## src/rtl/ook_pkg.sv

```systemverilog
package ook_pkg;

    localparam int CODE_BITS_DEF = 24;

    localparam int CODE_W = 24;
    localparam int REP_W  = 8;
    localparam int CPP_W  = 5;
    localparam int PER_W  = 5;
    localparam int CHIP_W = 4;

    localparam logic [CPP_W-1:0] CPP_MIN = 5'd1;
    localparam logic [CPP_W-1:0] CPP_MAX = 5'd16;

    localparam logic [PER_W-1:0] SYNC_LAST = 5'd31;
    localparam logic [PER_W-1:0] BIT_LAST  = 5'd3;
    localparam logic [PER_W-1:0] ONE_ON    = 5'd3;
    localparam logic [PER_W-1:0] ZERO_ON   = 5'd1;

    localparam logic OP_START = 1'b0;
    localparam logic OP_TICK  = 1'b1;

    localparam logic REG_CPP     = 1'b0;
    localparam logic REG_CARRIER = 1'b1;

    typedef struct packed {
        logic chip;
        logic frame_end;
        logic burst_end;
    } ook_res_t;

endpackage

```

## src/rtl/ook_skid.sv

```systemverilog
module ook_skid
    import ook_pkg::*;
(
    input  logic     aclk,
    input  logic     aresetn,
    input  logic     in_valid,
    output logic     in_ready,
    input  ook_res_t in_res,
    output logic     out_valid,
    input  logic     out_ready,
    output ook_res_t out_res
);

    logic     out_valid_reg, out_valid_next;
    logic     skid_valid_reg, skid_valid_next;
    ook_res_t out_res_reg, out_res_next;
    ook_res_t skid_res_reg, skid_res_next;
    logic     out_free;

    assign in_ready  = !skid_valid_reg;
    assign out_valid = out_valid_reg;
    assign out_res   = out_res_reg;
    assign out_free  = out_ready || !out_valid_reg;

    always_comb begin
        out_valid_next  = out_valid_reg;
        skid_valid_next = skid_valid_reg;
        out_res_next    = out_res_reg;
        skid_res_next   = skid_res_reg;
        if (out_free) begin
            if (skid_valid_reg) begin
                out_valid_next  = 1'b1;
                out_res_next    = skid_res_reg;
                skid_valid_next = 1'b0;
            end else begin
                out_valid_next = in_valid;
                out_res_next   = in_res;
            end
        end else if (in_valid && !skid_valid_reg) begin
            skid_valid_next = 1'b1;
            skid_res_next   = in_res;
        end
    end

    always_ff @(posedge aclk) begin
        if (!aresetn) begin
            out_valid_reg  <= 1'b0;
            skid_valid_reg <= 1'b0;
        end else begin
            out_valid_reg  <= out_valid_next;
            skid_valid_reg <= skid_valid_next;
        end
    end

    always_ff @(posedge aclk) begin
        out_res_reg  <= out_res_next;
        skid_res_reg <= skid_res_next;
    end

endmodule

```

## src/rtl/ook_remote_frame_chip_generator.sv

```systemverilog
// Channel  | Ports                              | Carries
// s_       | s_tvalid s_tready s_tdata s_tuser  | start (code, repeats) or tick
// m_       | m_tvalid m_tready m_tdata m_tlast  | one chip, frame end, burst end
// APB      | psel penable pwrite paddr pwdata   | chips_per_period, carrier_level
//
// One transaction per cycle in and out while s_tready and m_tready are high; a tick while busy gives a registered chip.
// Frame state advances in one pass from the registered counters; a two-entry output
// stage (result plus skid) keeps s_tready high while a result waits on m_tready.
// s_tready drops only when both output entries are full.
// aresetn is synchronous, active low; it clears the counters and sets both registers to 1.
module ook_remote_frame_chip_generator
    import ook_pkg::*;
#(
    parameter int CODE_BITS = CODE_BITS_DEF
) (
    input  logic        aclk,
    input  logic        aresetn,
    input  logic        s_tvalid,
    output logic        s_tready,
    input  logic [31:0] s_tdata,    // code[23:0], repeats[31:24]
    input  logic [0:0]  s_tuser,    // operation
    output logic        m_tvalid,
    input  logic        m_tready,
    output logic [7:0]  m_tdata,    // chip[0], zeros[7:1]
    output logic        m_tlast,
    output logic [0:0]  m_tuser,    // burst_end
    input  logic        psel,
    input  logic        penable,
    input  logic        pwrite,
    input  logic [2:0]  paddr,
    input  logic [31:0] pwdata,
    output logic [31:0] prdata,
    output logic        pready
);

    localparam int SEG_W = $clog2(CODE_BITS + 1);
    localparam logic [SEG_W-1:0] SEG_LAST = SEG_W'(CODE_BITS);

    logic [CPP_W-1:0]  cpp_reg;
    logic              carrier_reg;
    logic              busy_reg, busy_next;
    logic [CODE_W-1:0] code_reg, code_next;
    logic [REP_W-1:0]  frames_reg, frames_next;
    logic [SEG_W-1:0]  seg_reg, seg_next;
    logic [PER_W-1:0]  per_reg, per_next;
    logic [CHIP_W-1:0] chip_cnt_reg, chip_cnt_next;

    logic              s_acc;
    logic              op;
    logic [CODE_W-1:0] in_code;
    logic [REP_W-1:0]  in_reps;
    logic [CPP_W-1:0]  cpp_eff;
    logic [SEG_W-1:0]  bitpos;
    logic [CODE_W-1:0] code_sh;
    logic              carrier_on;
    logic              last_chip, last_period, last_slot, fend, bend;
    logic              res_valid;
    ook_res_t          res, m_res;
    logic              cfg_wr;

    assign pready = 1'b1;
    assign cfg_wr = psel && penable && pwrite;

    always_ff @(posedge aclk) begin
        if (!aresetn) begin
            cpp_reg     <= CPP_MIN;
            carrier_reg <= 1'b1;
        end else if (cfg_wr) begin
            case (paddr[2])
                REG_CPP:     cpp_reg     <= pwdata[CPP_W-1:0];
                REG_CARRIER: carrier_reg <= pwdata[0];
                default: ;
            endcase
        end
    end

    always_comb begin
        case (paddr[2])
            REG_CPP:     prdata = {{(32-CPP_W){1'b0}}, cpp_reg};
            REG_CARRIER: prdata = {31'd0, carrier_reg};
            default:     prdata = 32'd0;
        endcase
    end

    assign s_acc   = s_tvalid && s_tready;
    assign op      = s_tuser[0];
    assign in_code = s_tdata[CODE_W-1:0];
    assign in_reps = s_tdata[CODE_W+REP_W-1:CODE_W];

    assign cpp_eff = (cpp_reg == '0) ? CPP_MIN : ((cpp_reg > CPP_MAX) ? CPP_MAX : cpp_reg);

    assign bitpos  = SEG_LAST - seg_reg;
    assign code_sh = code_reg >> bitpos;

    always_comb begin
        if (seg_reg == '0) begin
            carrier_on = (per_reg == '0);
        end else begin
            carrier_on = per_reg < (code_sh[0] ? ONE_ON : ZERO_ON);
        end
    end

    assign last_chip   = ({1'b0, chip_cnt_reg} + CPP_W'(1)) >= cpp_eff;
    assign last_period = per_reg >= ((seg_reg == '0) ? SYNC_LAST : BIT_LAST);
    assign last_slot   = seg_reg >= SEG_LAST;
    assign fend        = last_chip && last_period && last_slot;
    assign bend        = fend && (frames_reg <= REP_W'(1));

    assign res_valid     = s_acc && (op == OP_TICK) && busy_reg;
    assign res.chip      = carrier_on ? carrier_reg : !carrier_reg;
    assign res.frame_end = fend;
    assign res.burst_end = bend;

    always_comb begin
        busy_next     = busy_reg;
        code_next     = code_reg;
        frames_next   = frames_reg;
        seg_next      = seg_reg;
        per_next      = per_reg;
        chip_cnt_next = chip_cnt_reg;
        if (s_acc && (op == OP_START)) begin
            if (!busy_reg && (in_reps != '0)) begin
                busy_next     = 1'b1;
                code_next     = in_code;
                frames_next   = in_reps;
                seg_next      = '0;
                per_next      = '0;
                chip_cnt_next = '0;
            end
        end else if (res_valid) begin
            if (!last_chip) begin
                chip_cnt_next = chip_cnt_reg + CHIP_W'(1);
            end else begin
                chip_cnt_next = '0;
                if (!last_period) begin
                    per_next = per_reg + PER_W'(1);
                end else begin
                    per_next = '0;
                    if (!last_slot) begin
                        seg_next = seg_reg + SEG_W'(1);
                    end else begin
                        seg_next    = '0;
                        frames_next = frames_reg - REP_W'(1);
                        if (bend) begin
                            busy_next   = 1'b0;
                            frames_next = '0;
                        end
                    end
                end
            end
        end
    end

    always_ff @(posedge aclk) begin
        if (!aresetn) begin
            busy_reg     <= 1'b0;
            code_reg     <= '0;
            frames_reg   <= '0;
            seg_reg      <= '0;
            per_reg      <= '0;
            chip_cnt_reg <= '0;
        end else begin
            busy_reg     <= busy_next;
            code_reg     <= code_next;
            frames_reg   <= frames_next;
            seg_reg      <= seg_next;
            per_reg      <= per_next;
            chip_cnt_reg <= chip_cnt_next;
        end
    end

    ook_skid u_skid (
        .aclk      (aclk),
        .aresetn   (aresetn),
        .in_valid  (res_valid),
        .in_ready  (s_tready),
        .in_res    (res),
        .out_valid (m_tvalid),
        .out_ready (m_tready),
        .out_res   (m_res)
    );

    assign m_tdata = {7'd0, m_res.chip};
    assign m_tlast = m_res.frame_end;
    assign m_tuser = m_res.burst_end;

endmodule

```

## config.mk

```make
export PLATFORM = sky130hd
export DESIGN_NAME = ook_remote_frame_chip_generator
export DESIGN_NICKNAME = d
export VERILOG_FILES = /design/src/rtl/ook_pkg.sv /design/src/rtl/ook_skid.sv /design/src/rtl/ook_remote_frame_chip_generator.sv
export SDC_FILE = /design/constraint.sdc
export NUM_CORES = 1
export LEC_CHECK = 0
export BUFFER_PORTS_ARGS = -buffer_cell sky130_fd_sc_hd__buf_2
export CORE_UTILIZATION = 40
export CTS_CLUSTER_DIAMETER = 40
export DETAILED_ROUTE_END_ITERATION = 6
export PLACE_DENSITY_LB_ADDON = 0.08
export SYNTH_ARGS = -nofsm -noshare
export SYNTH_HDL_FRONTEND = slang
export SYNTH_SLANG_ARGS = --single-unit
```

## constraint.sdc

```tcl
create_clock -name aclk -period 3.98 [get_ports aclk]
set_input_delay 0.199 -clock aclk [delete_from_list [all_inputs] [get_ports aclk]]
set_output_delay 0.199 -clock aclk [all_outputs]
set_load 0.1 [all_outputs]
```

==> results.cfg, run 1 <==
[run_status]
status = finished clean

[timing]
fin_crit_ns = 3.147
final-setup-viol-count = 0
max_freq_mhz = 317.7
tightest_slew_ns = 0.8238
hold_viol_final = 0
rsz0062_at_grt = no
finClkSkew_ns = 0.006511
timing.final.crit_share = 0.7907
finalSetupTns_ns = 0
hold_ws_ns = 0.1006
layout_setup_ws_ns = 0.8328
drv_slew = 0
slew_headroom = 0.4508

[worst_setup_path]
crit_type = flip-flop to flip-flop
setup.worst_path.start_class = flip-flop
reg2reg_to = u_skid.out_res[2]
crit_path_max_fanout = 7
r2r-start = seg_reg[1]
critPathSlowestCell = ha_1
reg2reg_depth = 12
crit_path_end_kind = flip-flop
cp_data_required_time_ns = 4.07
crit_chain = inv_1 > ha_1 > mux4_2 > mux4_2 > mux2i_1 > ha_1 > a21oi_1 > mux2i_1 > nor4_1 > xnor2_1 > nand2_1 > nand2_1
max_stage_delay_ns = 0.47
worstPathArrival_ns = 3.24
ff2ff_setup_slack_ns = 0.83

[route]
wl_per_cell_um = 12.40
vias = 2796
finalWirelength_um = 7058
vias_per_cell = 4.914
dr.pass1.iters = 4
drtAntennaViolNets = 0
drt_iter0_markers = 131
drc = 0

[floorplan]
core-area_mm2 = 0.008382
rows = 33
die_area_mm2 = 0.009179
io_pins = 120
die-height_um = 95.81
initial_core_util = 0.4199
die_w_um = 95.81

[placement]
port_buffers = 55
gp_congestion = 0.7619
place_ws_ns = 0.7847
hpwl_um = 5095

[synthesis]
synthArstFlopShare = 0
synth.area.top_cells = dfxtp_1, nand2_1, buf_4, a21boi_0, ha_1
avgSynthCellArea_um2 = 8.627
synthMuxAreaShare = 0.07714
synthAdderAreaFrac = 0.05688
yosysWarnings = 0
ys_seq_elements = 61
synth_top_area_frac = 0.3128
synth_top_family_by_area = simple AND/OR/NAND/NOR gates
synthSimpleGateAreaFrac = 0.2094
synth-seq-area-share = 0.3640
yosys.area.top_type = dfxtp_1
syn_area_mm2 = 0.003520
synth_compound_area_frac = 0.1603
synth_cells = 408
synth_edf_count = 6
synth_xor_area_frac = 0.02488
synth_most_common_cell = nand2_1
synth_ff_type = dfxtp_1
synth_commonest_cells = nand2_1, dfxtp_1, buf_4, a21boi_0, nor2_1
synth_cell_types = 53

[clocking]
cts_hold_buf = 0
htreeDepth = 3
cts_resized = 0
cts_root_buf = clkbuf_8
clock_path_buffers = 2
cts_tree = built
cts.sinks = 61
clkTransAtPathRegs_ns = 0.07
cts_setup_buffers = 0
clk_latency_ns = 0.34
cts_buffers = 9

[layout]
syn_to_final_growth_pct = 13.44
drive_above_1_share = 0.1983
antenna_cells = 0
largest_register_ffs = 24
num-fill-cells = 841
nNetsFinal = 550

[power]
power.leakage_uw = 0.001717
p_per_area_mw_per_mm2 = 407.6
ir_drop_v = 0.0002150

[hold_path]
min_path_type = input pin to flip-flop
worstHoldStart = pwdata[0]
hold_end = cpp_reg[0]
hold_path_depth = 3

[run]
max_cap_viol_count = 0

[grt]
first_global_vias = 2479
overflow = 0
antenna_found_initial = 0
grt_first_pass_wirelength_um = 11540
grt_max_degree = 54
track_usage = 0.1637
[critical path, delay by kind of cell (launching register included)]
kind                       cells  cell delay, ns
DFF                            1            0.40
AOI/OAI and AO/OA              1            0.15
muxes                          4            1.07
and+or+nand+nor                3            0.39
buffers and inverters          1            0.06
xor gates and xnor gates       1            0.13
adders and majority gates      2            0.72
[placed cells by master (no fill, tap or decap), types with 4 or more instances in the layout]
| cell type | n |
|---|---|
| xor2_1 | 7 |
| mux2i_1 | 8 |
| mux4_2 | 7 |
| nor3_1 | 5 |
| buf_2 | 55 |
| and3_1 | 4 |
| nor2_1 | 22 |
| nor2b_1 | 13 |
| nand2_1 | 83 |
| a21oi_1 | 12 |
| nand2b_1 | 4 |
| o21ai_0 | 12 |
| o22ai_1 | 4 |
| dfxtp_1 | 55 |
| a21boi_0 | 29 |
| a22oi_1 | 4 |
| ha_1 | 16 |
| conb_1 | 35 |
| clkbuf_8 | 9 |
| inv_1 | 12 |
| edfxtp_1 | 6 |
| nand3_1 | 7 |
[kinds of logic after synthesis]
logic type / count (synthesis)
and+or+nand+nor: 158
DFF: 61
buffers and inverters: 63
AOI/OAI and AO/OA: 80
xor gates and xnor gates: 10
other: 2
muxes: 18
adders and majority gates: 16
[through the flow]
| step | power, uW | cells | utilization | instance area (um^2) |
|---|---|---|---|---|
| floorplan | 940.2 | 441 | - | 3643 |
| global placement | 962.7 | 553 | 0.4471 | 3747 |
| detailed placement | 965.4 | 553 | 0.4471 | 3747 |
| CTS | 1651 | 569 | 0.4763 | 3993 |
| global route | 1700 | 569 | 0.4763 | 3993 |
| finish | 1627 | 569 | 0.4763 | 3993 |
[how the worst max path moves through the flow]
stage,end,slack (ns),start
global route,u_skid.out_res[2],0.55,seg_reg[1]
finish,u_skid.out_res[2],0.83,seg_reg[1]
global placement,u_skid.out_res[2],0.78,seg_reg[1]
CTS,u_skid.out_res[2],0.77,seg_reg[1]
floorplan,u_skid.out_res[2],0.57,seg_reg[0]
detailed placement,u_skid.out_res[2],0.78,seg_reg[1]
[cell type report]
cell class              instances  area, um^2  share of cell area
clock buffers                   9       123.9             0.03102
clock inverters                 7       121.4             0.03040
inverters                      12       45.04             0.01128
multi-input cells             317        1992              0.4989
flip-flops and latches         61        1281              0.3209
well taps                     105       131.4             0.03291
repair buffers                 58       297.8             0.07458
[layer usage]
metal,vias to the layer above,GRT usage,part of all wire
li1,1437,-,-
met1,1270,0.2220,0.48
met2,84,0.2595,0.45
met3,5,0.04897,0.057
met4,0,0.02985,0.0068
met5,-,0,0
[power breakdown]
group / switching [uW] / leakage, uW / total (uW) / internal [uW]
logic: 238 / 0.00109 / 301 / 62.8
clock network: 259 / 0.000120 / 678 / 419
registers: 10.6 / 0.000502 / 649 / 638
(Power assumes the default switching activity.)
==> inputs of run 2 (changes only) <==
==> constraint.sdc (replaced) <==
create_clock -name aclk -period 2.7 [get_ports aclk]
set_input_delay 0.135 -clock aclk [delete_from_list [all_inputs] [get_ports aclk]]
set_output_delay 0.135 -clock aclk [all_outputs]
set_load 0.1 [all_outputs]
==> results.cfg, run 2 (synthesis results as in run 1) <==
[clocking]
cts_tree = built
clkTransAtPathRegs_ns = 0.08
cts_root_buf = clkbuf_8
clk_latency_ns = 0.35
cts_buffers = 9
htreeDepth = 3
clock_path_buffers = 2
cts.sinks = 61

[worst_setup_path]
max_stage_delay_ns = 0.48
crit_type = flip-flop to flip-flop
reg2reg_to = u_skid.skid_res_reg[2]
cp_top_family = multiplexers
reg2reg_depth = 11
crit_path_end_kind = flip-flop
crit_path_max_fanout = 5
endpoint = u_skid.skid_res_reg[2]
worstPathArrival_ns = 2.94
ff2ff_setup_slack_ns = -0.13
critPathSlowestCell = mux4_2
r2r-start = seg_reg[0]
setup.worst_path.start_class = flip-flop
cp.depth = 11
crit_buf_inv = 2
startpoint = seg_reg[0]
cp_data_required_time_ns = 2.81
crit_chain = inv_4 > ha_4 > mux4_2 > mux4_2 > mux2i_1 > ha_1 > a21oi_1 > mux2i_1 > nor4_2 > xnor2_1 > buf_4

[placement]
gp_congestion = 0.7871
hpwl_um = 5487
dp_cells = 576
port_buffers = 55

[route]
m1WireLength_um = 3531
drt_iter0_markers = 108
top_layer_used = met4
finalWirelength_um = 7382
vias = 2915
wl_met3_um = 378
drtAntennaViolNets = 0
wl_per_cell_um = 12.41
vias_per_cell = 4.899
drc = 0
routed-wl-met2_um = 3364
dr.pass1.iters = 4

[layout]
nNetsFinal = 576
final_cell_mix = nand2_1, buf_2, dfxtp_1
utilization = 0.5029
layout.cells.non_filler = 595
antenna_cells = 0
largest_register_ffs = 24
syn_to_final_growth_pct = 19.77
drive_above_1_share = 0.2592
final_common_cell = nand2_1

[grt]
antenna_found_initial = 0
first_global_vias = 2765
track_usage = 0.1821
grt_max_degree = 32
overflow = 0
grt_first_pass_wirelength_um = 12750

[run]
max_cap_viol_count = 0

[timing]
drv_slew = 0
fin_crit_ns = 2.830
hold_ws_ns = 0.02623
timing.final.crit_share = 1.048
tightest_slew_ns = 0.6221
finClkSkew_ns = 0.009729
rsz0062_at_grt = yes
layout_setup_ws_ns = -0.1300
finalSetupTns_ns = -0.2409
slew_headroom = 0.5815
final-setup-viol-count = 2
hold_viol_final = 0
max_freq_mhz = 353.4

[floorplan]
die_w_um = 95.81
core-area_mm2 = 0.008382
die-height_um = 95.81
initial_core_util = 0.4199
rows = 33
io_pins = 120
die_area_mm2 = 0.009179

[run_status]
failed_checks = negative setup slack
status = complete, but fails checks

[power]
p_per_area_mw_per_mm2 = 539.1
finalPower_uw = 2272
power.leakage_uw = 0.001834
ir_drop_v = 0.0002632

[hold_path]
min_path_type = input pin to flip-flop
[run 2: changes by cell type in the layout (fill, tap and decap cells not counted), sizes merged]
cell,change
clkinvlp,+1
buf,+25
bufinv,-2
clkbuf,+1
dlygate4sd3,+1
clkinv,+1
inv,-1
[run 2: how the worst min path moves through the flow]
stage | start | end | cells after the start | slack (ns)
4_1_cts | s_tdata[15] | code_reg[15] | 3 | 0.01
6_report | s_tdata[15] | code_reg[15] | 3 | 0.03
3_5_place_dp | pwdata[0] | carrier_reg | 3 | 0.37
2_1_floorplan | pwdata[0] | carrier_reg | 2 | 0.26
5_1_grt | s_tdata[4] | code_reg[4] | 3 | 0.02
3_3_place_gp | pwdata[0] | carrier_reg | 3 | 0.37
[run 2: through the flow]
step | instance area, um^2 | setup slack (ns)
5_1_grt | 4215 | -0.2969
3_3_place_gp | 3949 | -0.2807
3_5_place_dp | 3949 | -0.3387
2_1_floorplan | 3680 | -0.3070
4_1_cts | 4184 | -0.1198
6_report | 4215 | -0.1300
[run 2: metal layers]
layer | vias up | GRT usage
li1 | 1492 | -
met1 | 1333 | 0.2348
met2 | 80 | 0.2917
met3 | 10 | 0.04818
met4 | 0 | 0.06716
met5 | - | 0
[run 2: cell type report]
type / instances / area (um^2)
Fill cell: 845 / 4167
Multi-Input combinational cell: 317 / 2034
Sequential cell: 61 / 1285
Timing Repair Buffer: 84 / 508.0
Clock buffer: 10 / 137.6
Tap cell: 105 / 131.4
Clock inverter: 6 / 71.32
Inverter: 12 / 47.55
[run 2: power by group]
| part | total [uW] | switching, uW | internal [uW] |
|---|---|---|---|
| sequential | 959 | 18.3 | 941 |
| clock | 844 | 387 | 457 |
| combinational | 469 | 354 | 115 |
| total | 2270 | 760 | 1510 |
[run 2: tightest hold or removal path, delay by kind of cell]
family	cells	cell delay, ns
AO/OA/AOI/OAI	1	0.06
buffers and inverters	1	0.09
AND/OR/NAND/NOR	1	0.04
[run 2: timing repair]
| item | 4_1_cts | 5_1_grt |
|---|---|---|
| hold buffers | 1 | 0 |
| endpoints found under the setup margin | 4 | 14 |
| pin swaps | 4 | 2 |
| endpoints found under the hold margin | 1 | 0 |
| resized for setup | 3 | 7 |
| buffers inserted | 1 | 1 |
